--- src/design/balc_pkg.sv ---
`timescale 1ns / 1ps
// ----------------------------------------------------------------------------
// balc_pkg
// Shared types, byte codes and lookup functions for the bill acceptor link.
// ----------------------------------------------------------------------------
package balc_pkg;

    typedef enum logic [1:0] {
        OP_BYTE  = 2'd0,
        OP_TICK  = 2'd1,
        OP_CLEAR = 2'd2,
        OP_NONE  = 2'd3
    } op_t;

    typedef enum logic [1:0] {
        PH_IDLE   = 2'd0,
        PH_ESCROW = 2'd1,
        PH_COMMIT = 2'd2
    } phase_t;

    localparam logic [7:0] BYTE_POLL_A   = 8'h80;
    localparam logic [7:0] BYTE_POLL_B   = 8'h8F;
    localparam logic [7:0] BYTE_ESCROW   = 8'h81;
    localparam logic [7:0] BYTE_NOTE_LO  = 8'h40;
    localparam logic [7:0] BYTE_NOTE_HI  = 8'h43;
    localparam logic [7:0] BYTE_STACKED  = 8'h10;
    localparam logic [7:0] BYTE_ACK      = 8'h02;
    localparam logic [7:0] BYTE_REJECT   = 8'h0F;

    localparam int NUM_STATUS  = 20;
    localparam int NUM_NOTES   = 4;
    localparam int COUNT_W     = 16;
    localparam int FARE_W      = 33;
    localparam int TIMER_W     = 16;

    localparam logic [3:0]  RESET_ENABLE  = 4'hF;
    localparam logic [15:0] RESET_TIMEOUT = 16'd2000;

    // APB register map (word addressed by paddr[2])
    localparam logic REG_ENABLE  = 1'b0;
    localparam logic REG_TIMEOUT = 1'b1;

    localparam logic [7:0] STATUS_CODES [NUM_STATUS] = '{
        8'h10, 8'h20, 8'h21, 8'h22, 8'h23, 8'h24, 8'h25, 8'h27, 8'h28, 8'h29,
        8'h2A, 8'h2B, 8'h2C, 8'h2D, 8'h2E, 8'h2F, 8'h3E, 8'h3F, 8'h80, 8'h8F
    };

    typedef struct packed {
        logic [3:0]  denom_enable;
        logic [15:0] timeout_ms;
    } balc_cfg_t;

    // One-hot match of a byte against the status table; zero when unknown
    function automatic logic [NUM_STATUS-1:0] status_match(input logic [7:0] b);
        logic [NUM_STATUS-1:0] m;
        m = '0;
        for (int i = 0; i < NUM_STATUS; i++) begin
            m[i] = (STATUS_CODES[i] == b);
        end
        return m;
    endfunction

    function automatic logic [FARE_W-1:0] note_value(input logic [1:0] k);
        logic [FARE_W-1:0] v;
        case (k)
            2'd0:    v = FARE_W'(1000);
            2'd1:    v = FARE_W'(5000);
            2'd2:    v = FARE_W'(10000);
            default: v = FARE_W'(50000);
        endcase
        return v;
    endfunction

endpackage

--- src/design/balc_core.sv ---
`timescale 1ns / 1ps
// ----------------------------------------------------------------------------
// balc_core
// Link state, note counters and one-stage result register.
// ----------------------------------------------------------------------------
module balc_core
(
    input  logic                             clk,
    input  logic                             rst_n,
    input  balc_pkg::balc_cfg_t              cfg,
    input  logic                             item_valid,
    input  balc_pkg::op_t                    item_op,
    input  logic [7:0]                       item_byte,
    output logic                             item_stall,
    output logic                             out_valid,
    input  logic                             out_stall,
    output logic                             tx_valid,
    output logic [7:0]                       tx_byte,
    output logic [balc_pkg::NUM_STATUS-1:0]  status_bits,
    output logic [balc_pkg::COUNT_W-1:0]     count_1k,
    output logic [balc_pkg::COUNT_W-1:0]     count_5k,
    output logic [balc_pkg::COUNT_W-1:0]     count_10k,
    output logic [balc_pkg::COUNT_W-1:0]     count_50k,
    output logic [balc_pkg::FARE_W-1:0]      total_fare,
    output logic                             exchange_done,
    output logic                             timed_out,
    output logic                             unknown_byte
);
    import balc_pkg::*;

    phase_t                phase_reg,   phase_next;
    logic [1:0]            pending_reg, pending_next;
    logic [COUNT_W-1:0]    notes_reg [NUM_NOTES];
    logic [COUNT_W-1:0]    notes_next [NUM_NOTES];
    logic [FARE_W-1:0]     fare_reg,    fare_next;
    logic [NUM_STATUS-1:0] flags_reg,   flags_next;
    logic [TIMER_W-1:0]    timer_reg,   timer_next;

    logic       res_valid_reg;
    logic       tx_valid_reg,  tx_valid_next;
    logic [7:0] tx_byte_reg,   tx_byte_next;
    logic       done_reg,      done_next;
    logic       tmo_reg,       tmo_next;
    logic       unk_reg,       unk_next;

    logic                  advance;
    logic                  load;
    logic [NUM_STATUS-1:0] match;
    logic [TIMER_W-1:0]    timer_inc;
    logic [1:0]            note_idx;
    logic                  note_ok;
    logic [COUNT_W-1:0]    cur_count;

    assign advance    = !res_valid_reg || !out_stall;
    assign load       = item_valid && advance;
    assign item_stall = !advance;

    assign match     = status_match(item_byte);
    assign timer_inc = (timer_reg != {TIMER_W{1'b1}}) ? timer_reg + 1'b1 : timer_reg;
    assign note_idx  = item_byte[1:0];
    assign note_ok   = (item_byte >= BYTE_NOTE_LO) && (item_byte <= BYTE_NOTE_HI)
                       && cfg.denom_enable[note_idx];
    assign cur_count = notes_reg[pending_reg];

    always_comb
    begin
        phase_next    = phase_reg;
        pending_next  = pending_reg;
        notes_next    = notes_reg;
        fare_next     = fare_reg;
        flags_next    = flags_reg;
        timer_next    = timer_reg;
        tx_valid_next = 1'b0;
        tx_byte_next  = 8'h00;
        done_next     = 1'b0;
        tmo_next      = 1'b0;
        unk_next      = 1'b0;
        case (item_op)
            OP_BYTE:
            begin
                timer_next = '0;
                case (phase_reg)
                    PH_IDLE:
                    begin
                        if (item_byte == BYTE_POLL_A || item_byte == BYTE_POLL_B) begin
                            tx_valid_next = 1'b1;
                            tx_byte_next  = BYTE_ACK;
                            done_next     = 1'b1;
                        end else if (item_byte == BYTE_ESCROW) begin
                            phase_next = PH_ESCROW;
                        end else if (match != '0) begin
                            flags_next = flags_reg | match;
                        end else begin
                            unk_next = 1'b1;
                        end
                    end
                    PH_ESCROW:
                    begin
                        tx_valid_next = 1'b1;
                        if (note_ok) begin
                            pending_next = note_idx;
                            phase_next   = PH_COMMIT;
                            tx_byte_next = BYTE_ACK;
                        end else begin
                            tx_byte_next = BYTE_REJECT;
                        end
                    end
                    default:
                    begin
                        if (item_byte == BYTE_STACKED) begin
                            // saturated count leaves the weighted total unchanged
                            if (cur_count != {COUNT_W{1'b1}}) begin
                                notes_next[pending_reg] = cur_count + 1'b1;
                                fare_next = fare_reg + note_value(pending_reg);
                            end
                            phase_next   = PH_IDLE;
                            pending_next = '0;
                            done_next    = 1'b1;
                        end
                    end
                endcase
            end
            OP_TICK:
            begin
                timer_next = timer_inc;
                if (phase_reg != PH_IDLE && timer_inc >= cfg.timeout_ms) begin
                    phase_next   = PH_IDLE;
                    pending_next = '0;
                    timer_next   = '0;
                    tmo_next     = 1'b1;
                end
            end
            OP_CLEAR:
            begin
                for (int i = 0; i < NUM_NOTES; i++) begin
                    notes_next[i] = '0;
                end
                fare_next = '0;
            end
            default:
            begin
                timer_next = timer_reg;
            end
        endcase
    end

    always_ff @(posedge clk or negedge rst_n)
    begin
        if (!rst_n) begin
            phase_reg     <= PH_IDLE;
            pending_reg   <= '0;
            fare_reg      <= '0;
            flags_reg     <= '0;
            timer_reg     <= '0;
            res_valid_reg <= 1'b0;
            for (int i = 0; i < NUM_NOTES; i++) begin
                notes_reg[i] <= '0;
            end
        end else begin
            if (advance) begin
                res_valid_reg <= item_valid;
            end
            if (load) begin
                phase_reg   <= phase_next;
                pending_reg <= pending_next;
                notes_reg   <= notes_next;
                fare_reg    <= fare_next;
                flags_reg   <= flags_next;
                timer_reg   <= timer_next;
            end
        end
    end

    always_ff @(posedge clk)
    begin
        if (load) begin
            tx_valid_reg <= tx_valid_next;
            tx_byte_reg  <= tx_byte_next;
            done_reg     <= done_next;
            tmo_reg      <= tmo_next;
            unk_reg      <= unk_next;
        end
    end

    assign out_valid     = res_valid_reg;
    assign tx_valid      = tx_valid_reg;
    assign tx_byte       = tx_byte_reg;
    assign exchange_done = done_reg;
    assign timed_out     = tmo_reg;
    assign unknown_byte  = unk_reg;
    assign status_bits   = flags_reg;
    assign count_1k      = notes_reg[0];
    assign count_5k      = notes_reg[1];
    assign count_10k     = notes_reg[2];
    assign count_50k     = notes_reg[3];
    assign total_fare    = fare_reg;

    a_timeout_to_idle: assert property (@(posedge clk) disable iff (!rst_n)
        load && tmo_next |=> phase_reg == PH_IDLE && pending_reg == '0)
        else $error("timeout did not return link to idle");

    a_pending_only_commit: assert property (@(posedge clk) disable iff (!rst_n)
        pending_reg != '0 |-> phase_reg == PH_COMMIT)
        else $error("pending note held outside commit phase");

    a_clear_zeroes: assert property (@(posedge clk) disable iff (!rst_n)
        load && item_op == OP_CLEAR |=> fare_reg == '0 && notes_reg[0] == '0
        && notes_reg[3] == '0)
        else $error("clear totals left nonzero counts");

    a_total_monotonic: assert property (@(posedge clk) disable iff (!rst_n)
        load && item_op != OP_CLEAR |=> fare_reg >= $past(fare_reg))
        else $error("total decreased without clear");

    a_result_hold: assert property (@(posedge clk) disable iff (!rst_n)
        res_valid_reg && out_stall |=> $stable(flags_reg) && $stable(fare_reg))
        else $error("state moved while result was stalled");

endmodule

--- src/design/bill_acceptor_link_controller.sv ---
`timescale 1ns / 1ps
// ----------------------------------------------------------------------------
// bill_acceptor_link_controller
// Host side of a banknote acceptor byte exchange with APB configuration.
// ----------------------------------------------------------------------------
// Path: an accepted request lands in the input register, and the link
//   update then loads its result into the result register.
// Throughput: one request per cycle; the only hold-off is a stalled result.
// Reset: rst_n clears phase, counts, total, flags, timer and both valid bits;
//   denomination_enable returns to 0xF and timeout_ms to 2000.
// Counts, total and status bits on the result reflect state after the request.
// ----------------------------------------------------------------------------
module bill_acceptor_link_controller
(
    input  logic                             clk,
    input  logic                             rst_n,
    // APB configuration
    input  logic                             psel,
    input  logic                             penable,
    input  logic                             pwrite,
    input  logic [2:0]                       paddr,
    input  logic [31:0]                      pwdata,
    output logic [31:0]                      prdata,
    output logic                             pready,
    // request channel
    input  logic                             in_valid,
    output logic                             in_stall,
    input  logic [1:0]                       opcode,
    input  logic [7:0]                       rx_byte,
    // result channel
    output logic                             out_valid,
    input  logic                             out_stall,
    output logic                             tx_valid,
    output logic [7:0]                       tx_byte,
    output logic [balc_pkg::NUM_STATUS-1:0]  status_bits,
    output logic [balc_pkg::COUNT_W-1:0]     count_1k,
    output logic [balc_pkg::COUNT_W-1:0]     count_5k,
    output logic [balc_pkg::COUNT_W-1:0]     count_10k,
    output logic [balc_pkg::COUNT_W-1:0]     count_50k,
    output logic [balc_pkg::FARE_W-1:0]      total_fare,
    output logic                             exchange_done,
    output logic                             timed_out,
    output logic                             unknown_byte
);
    import balc_pkg::*;

    balc_cfg_t  cfg_reg;
    logic       cfg_write;

    logic       s1_valid_reg;
    op_t        s1_op_reg;
    logic [7:0] s1_byte_reg;
    logic       core_stall;

    // APB: zero wait states, register picked by the word address bit
    assign pready    = 1'b1;
    assign cfg_write = psel && penable && pwrite && pready;

    always_ff @(posedge clk or negedge rst_n)
    begin
        if (!rst_n) begin
            cfg_reg.denom_enable <= RESET_ENABLE;
            cfg_reg.timeout_ms   <= RESET_TIMEOUT;
        end else if (cfg_write) begin
            case (paddr[2])
                REG_ENABLE:  cfg_reg.denom_enable <= pwdata[3:0];
                REG_TIMEOUT: cfg_reg.timeout_ms   <= pwdata[15:0];
                default:     cfg_reg.denom_enable <= cfg_reg.denom_enable;
            endcase
        end
    end

    always_comb
    begin
        case (paddr[2])
            REG_ENABLE:  prdata = {28'd0, cfg_reg.denom_enable};
            REG_TIMEOUT: prdata = {16'd0, cfg_reg.timeout_ms};
            default:     prdata = 32'd0;
        endcase
    end

    // Input register: hold the request while the core cannot take it,
    // otherwise refill every cycle so back-to-back requests flow through.
    assign in_stall = s1_valid_reg && core_stall;

    always_ff @(posedge clk or negedge rst_n)
    begin
        if (!rst_n) begin
            s1_valid_reg <= 1'b0;
        end else if (!in_stall) begin
            s1_valid_reg <= in_valid;
        end
    end

    always_ff @(posedge clk)
    begin
        if (in_valid && !in_stall) begin
            s1_op_reg   <= op_t'(opcode);
            s1_byte_reg <= rx_byte;
        end
    end

    // Link state update and result register
    balc_core u_core
    (
        .clk           (clk),
        .rst_n         (rst_n),
        .cfg           (cfg_reg),
        .item_valid    (s1_valid_reg),
        .item_op       (s1_op_reg),
        .item_byte     (s1_byte_reg),
        .item_stall    (core_stall),
        .out_valid     (out_valid),
        .out_stall     (out_stall),
        .tx_valid      (tx_valid),
        .tx_byte       (tx_byte),
        .status_bits   (status_bits),
        .count_1k      (count_1k),
        .count_5k      (count_5k),
        .count_10k     (count_10k),
        .count_50k     (count_50k),
        .total_fare    (total_fare),
        .exchange_done (exchange_done),
        .timed_out     (timed_out),
        .unknown_byte  (unknown_byte)
    );

    a_in_hold: assert property (@(posedge clk) disable iff (!rst_n)
        s1_valid_reg && core_stall |=> s1_valid_reg && $stable(s1_byte_reg))
        else $error("input register dropped a held request");

    a_stall_only_full: assert property (@(posedge clk) disable iff (!rst_n)
        in_stall |-> out_valid && out_stall)
        else $error("request stalled while result path was free");

    a_cfg_reset: assert property (@(posedge clk) disable iff (!rst_n)
        $rose(rst_n) |-> cfg_reg.timeout_ms == RESET_TIMEOUT)
        else $error("timeout register not at reset value");

endmodule

--- config.mk ---
export PLATFORM = sky130hd
export DESIGN_NAME = bill_acceptor_link_controller
export DESIGN_NICKNAME = d
export VERILOG_FILES = /design/src/design/balc_pkg.sv /design/src/design/balc_core.sv /design/src/design/bill_acceptor_link_controller.sv
export SDC_FILE = /design/constraint.sdc
export NUM_CORES = 1
export LEC_CHECK = 0
export BUFFER_PORTS_ARGS = -buffer_cell sky130_fd_sc_hd__buf_2
export CAP_MARGIN = 40
export CORE_MARGIN = 3
export CORE_UTILIZATION = 35
export CTS_CLUSTER_SIZE = 10
export DETAILED_ROUTE_END_ITERATION = 10
export HOLD_SLACK_MARGIN = 0.06
export PLACE_DENSITY_LB_ADDON = 0.05
export SLEW_MARGIN = 20
export SYNTH_ARGS = -nofsm -noshare
export SYNTH_HDL_FRONTEND = slang
export SYNTH_SLANG_ARGS = --single-unit
--- constraint.sdc ---
create_clock -name clk -period 12.6 [get_ports clk]
set_input_delay 1.89 -clock clk [delete_from_list [all_inputs] [get_ports clk]]
set_output_delay 1.89 -clock clk [all_outputs]
set_load 0.01 [all_outputs]
=== Word-level counts from Yosys, hierarchy flattened ===
Cells that the tools add are included.
Widths: inputs -> output; s select.

* Flip-flop bits (word level): 181

* Add/subtract/negate cells: 3
* Magnitude comparators: 6
* Equal/unequal tests: 41
* Multiplexer cells: 44
* Bitwise operators: 7
* Reductions and logical operators: 31

{| class="wikitable"
|+ Operator list
! operator !! count
|-
| $mux 33 || 7
|-
| $mux 64 || 3
|-
| $eq 6x8->1 const A || 17
|-
| $pmux 64 s2 || 1
|-
| $mux 16 || 5
|-
| $pmux 33 s2 || 1
|-
| $bwmux 64 || 1
|-
| $pmux 32 s2 || 1
|-
| $pmux 16 s3 || 1
|-
| $add 33x33->33 || 1
|-
| $add 16x1->16 const B || 2
|-
| $bmux 16 s2 || 1
|-
| $demux 16 s2 || 1
|-
| $ne 16x16->1 const B || 2
|-
| $pmux 16 s2 || 1
|-
| $eq 8x8->1 const B || 3
|-
| $or 20x20->20 || 1
|-
| $reduce_bool 20->1 || 1
|-
| $eq 8x8->1 const A || 2
|-
| $ge 16x16->1 || 1
|-
| $pmux 2 s2 || 4
|-
| $pmux 8 s2 || 1
|-
| $mux 2 || 7
|-
| $reduce_and 6->1 || 2
|-
| 31 further kinds || 65
|}

=== Logic depth before layout (Yosys ltp) ===
* Depth after elaboration: 14
* Mapped depth: 15
* Depth with buffers taken out: 13

=== Hierarchy ===
From an unflattened synthesis, not the netlist that was laid out.

* Cells, all modules: 893
* Area total of the unflattened synthesis: 9676.8 um2

{| class="wikitable"
|+ By module, submodules not included
! module !! times used !! cells an instance !! area an instance (um2) !! sequential area each (um2)
|-
| balc_core || 1 || 799 || 8245.4 || 3528.4
|-
| bill_acceptor_link_controller || 1 || 94 || 1431.4 || 838.3
|}

=== Worst setup path after synthesis ===
OpenSTA, ideal clock, no wires.

* Path kind: in2out
* Start: input paddr[2]
* End: output prdata[10]
* Arrival time: 2537 ps
* Slack: 8173 ps
* Cell stages on the path: 3
* Cell sequence: clkbuf_1 clkbuf_1 and2_1

* Longest elaborated chain between the ends: 2

{| class="wikitable"
|+ RTL lines
! element !! line !! text
|-
| from (decl) || bill_acceptor_link_controller.sv:21 || <nowiki>input logic [2:0] paddr,</nowiki>
|-
| $not 1->1 (no line) || -- ||
|-
| $pmux 32 s2 (*) || bill_acceptor_link_controller.sv:75 || <nowiki>case (paddr[2])</nowiki>
|-
| to (decl) || bill_acceptor_link_controller.sv:23 || <nowiki>output logic [31:0] prdata,</nowiki>
|}

Mark *: on every way between the ends. The rest lies on a longest branch, timed or not. The select of a mux whose other input is x is not followed.

=== Worst setup path after layout ===
* Start: input paddr[2]
* End: output prdata[3]

The elaborated chain is that of the path after synthesis.

==> flow_summary.yaml <==
route:
  wirelength_um: 25900
  ant_nets: 0
  num_vias: 7365
  wire_per_inst_um: 18.9
  via_per_inst: 5.37
  drt-initial-drc-count: 462
  drt_first_pass_iters: 5
  drc: 0
power:
  ir_drop_uv: 76.1
  p_per_area_nw_per_um2: 155
  p_leak_nw: 5.43
synthesis:
  yosysWarnings: 0
  synth-main-ff-cell: "dfrtp_1"
  yosys.area_share.simple_pct: 14.3
  synth_area_sq_um: 9380
  avgSynthCellArea_sq_um: 10.8
  synth_mux_area_share_pct: 7.63
  yosys.area_share.adder_pct: 4.48
  synthXorXnorAreaFrac_pct: 2.34
  syn_inst: 865
  synth_top_family_by_area: "compound AO/OA/AOI/OAI gates"
  synth_edf_count: 15
  synth_seq_cells: 171
  yosysSeqAreaShare_pct: 46.6
  synthDistinctLibCells: 74
  async_reset_ff_share_pct: 91.2
  synth_compound_area_share_pct: 18.4
min_path:
  worstHoldPathType: "register to register"
  hp-start: "u_core.status_bits[19]"
  holdPathStages: 0
  whs_endpoint: "u_core.status_bits[19]"
worst_setup_path:
  critPathMostFrequentCell: "buf_2"
  cp-end-kind: "output pin"
  slowest_stage: "mux2_2"
  worst-path-buf-inv: 2
  crit_type: "input pin to output pin"
  cpPeakStageDelay_ps: 380
  start_kind: "input pin"
  worstSetupStartpoint: "paddr[2]"
  worstPathCellList: "buf_2 > mux2_2 > buf_2"
  timing.rr.end: "u_core.timer_reg[4]"
  cp_top_family: "buffers and inverters"
  reg2reg_slack_ps: 8660
  cp_max_fo: 18
  rr_worst_depth: 13
  r2r_start: "u_core.timer_reg[5]"
  cp_data_required_time_ps: 10710
  arrival_ps: 2680
die:
  fp.dieW_um: 170
  die_area_sq_um: 28800
  die_height_um: 170
  core_sq_um: 26200
  rows: 59
  initial_core_util_pct: 35.8
  io_pins: 216
flow_run:
  maxCapViolations: 0
clock_tree:
  cts_tree: "built"
  cts_hold_buf: 0
  clock_latency_ps: 430
  cts_buffers: 17
  clk_path_buf_depth: 2
  clockRootBuffer: "clkbuf_16"
  ctsResizeCount: 0
  clock_sinks: 171
  cts_htree_levels: 4
  clk_pin_slew_ps: 70
  postCtsSetupBuffers: 0
timing:
  fin_tns_setup_ps: 0
  hold_viol: 0
  finalCritPeriodShare_pct: 36.2
  fin_crit_ps: 4570
  slew_headroom_pct: 47.9
  worst_clock_skew_ps: 16.9
  tightestPinTransition_ps: 779
  finalSetupViolCount: 0
  fmax_mhz: 219
  slew_violations: 0
  final.setup.worst_slack_ps: 8030
  rsz0062_at_grt: "false"
final_layout:
  syn_to_final_growth_pct: 18.7
  final_layout_size_suffix_gt1_share_pct: 28.3
  antenna_cells: 0
  largest_register_ffs: 30
  fin_nets: 1108
global_routing:
  antenna_found_initial: 0
  grt_pass1_wl_um: 41200
  overflow: 0
  grt_max_degree: 55
  grt_usage_pct: 17.9
  first_global_vias: 7330
place:
  port_buffers: 173
  pre_cts_slack_ps: 8020
  place_congestion: 0.796
  place_hpwl_um: 18400
status:
  run_status: "complete, no violations"
## how the worst max path moves through the flow
| stage | depth (start not counted) | slack (ps) | end |
|---|---|---|---|
| floorplan | 3 | 8170 | prdata[10] |
| global placement | 3 | 8020 | prdata[0] |
| detailed placement | 3 | 8020 | prdata[0] |
| CTS | 3 | 8010 | prdata[0] |
| global route | 3 | 7980 | prdata[0] |
| finish | 3 | 8030 | prdata[3] |
## worst reg2reg max path: stages, from the launching register on
cell and delay, ps:
dfrtp_1 460, nand3_1 260, nor4_1 440, buf_2 230
nand2_1 200, xnor2_1 230, ha_1 250, nand2b_1 140
a2111oi_0 510, o311a_1 270, a22oi_1 70, buf_4 240
nor2_1 370, a22o_1 220
## logic make-up (layout without fill, tap and decap cells)
| logic type | count (synthesis) | after routing |
|---|---|---|
| buf+inv | 112 | 261 |
| other cells | 2 | 24 |
| xor+xnor | 25 | 25 |
| fa+ha+maj | 33 | 33 |
| simple gates | 253 | 253 |
| flops | 171 | 171 |
| compound gates | 222 | 222 |
| mux | 47 | 47 |
## Yosys cell counts (15+ instances only)
| master | instances | area, sq um |
|---|---|---|
| mux4_2 | 17 | 383 |
| a21o_1 | 23 | 173 |
| nor2_1 | 42 | 158 |
| and2_1 | 20 | 125 |
| nand2_1 | 51 | 191 |
| a22o_1 | 61 | 534 |
| o21ai_0 | 28 | 140 |
| xnor2_1 | 17 | 149 |
| edfxtp_1 | 15 | 450 |
| inv_1 | 37 | 139 |
| ha_1 | 32 | 400 |
| buf_4 | 27 | 203 |
| nand3_1 | 38 | 190 |
| dfrtp_1 | 146 | 3650 |
| clkbuf_1 | 31 | 116 |
| mux2_2 | 26 | 293 |
| a21oi_1 | 15 | 75.1 |
| nor3_1 | 19 | 95.1 |
## power by group
group          internal, mW  switching (mW)  total, mW  leakage [nW]
clock network         0.285           0.259      0.544         0.295
logic                 0.206           0.301      0.507          2.93
registers             0.611          0.0601      0.671          2.20
total                  1.10           0.620       1.72          5.43
## layout make-up
| cell class | count | area, sq um |
|---|---|---|
| clock buffers | 17 | 425 |
| well taps | 335 | 419 |
| multi-input cells | 604 | 4520 |
| clock inverters | 15 | 175 |
| flip-flops and latches | 171 | 4370 |
| inverters | 38 | 143 |
| fillers | 2529 | 15100 |
| repair buffers | 191 | 1090 |
## per-layer routing
layer	vias to the layer above	global-route usage [%]	part of all wire [%]
met2	214	28.9	47
met3	15	3.82	5.3
met4	0	3.95	1.1
li1	3537	-	-
met1	3599	25.0	47
met5	-	0	0
## through the flow
step                hold slack (ps)  instances  cell area [sq um]  power, mW  utilization [%]
finish                          372       1371              11100       1.72             42.5
global route                    402       1371              11100       1.83             42.5
CTS                             377       1371              11100       1.75             42.5
detailed placement              360       1339              10500       1.19             40.2
global placement                363       1329              10400       1.17             39.6
floorplan                       441        887               9460       1.03                -
## placed cells by master, fill, tap and decap left out, types with 7 or more instances in the layout
| cell type | n |
|---|---|
| o21ai_0 | 28 |
| and2_1 | 20 |
| buf_2 | 173 |
| dfrtp_1 | 146 |
| a22o_1 | 61 |
| a21oi_1 | 15 |
| a32o_1 | 8 |
| or4_1 | 7 |
| conb_1 | 24 |
| nand2_1 | 51 |
| buf_4 | 8 |
| clkbuf_16 | 17 |
| xnor2_1 | 17 |
| nand4_1 | 13 |
| nor4_1 | 14 |
| nor2_1 | 41 |
| or3_1 | 7 |
| nor3_1 | 19 |
| o21a_1 | 11 |
| ha_1 | 32 |
| o211ai_1 | 9 |
| nand3_1 | 38 |
| a31oi_1 | 9 |
| xor2_1 | 8 |
| and3_1 | 9 |
| mux2_2 | 26 |
| dfstp_2 | 10 |
| inv_1 | 37 |
| a21o_1 | 23 |
| nor2b_1 | 9 |
| edfxtp_1 | 15 |
| mux4_2 | 17 |
(Power assumes the default switching activity.)
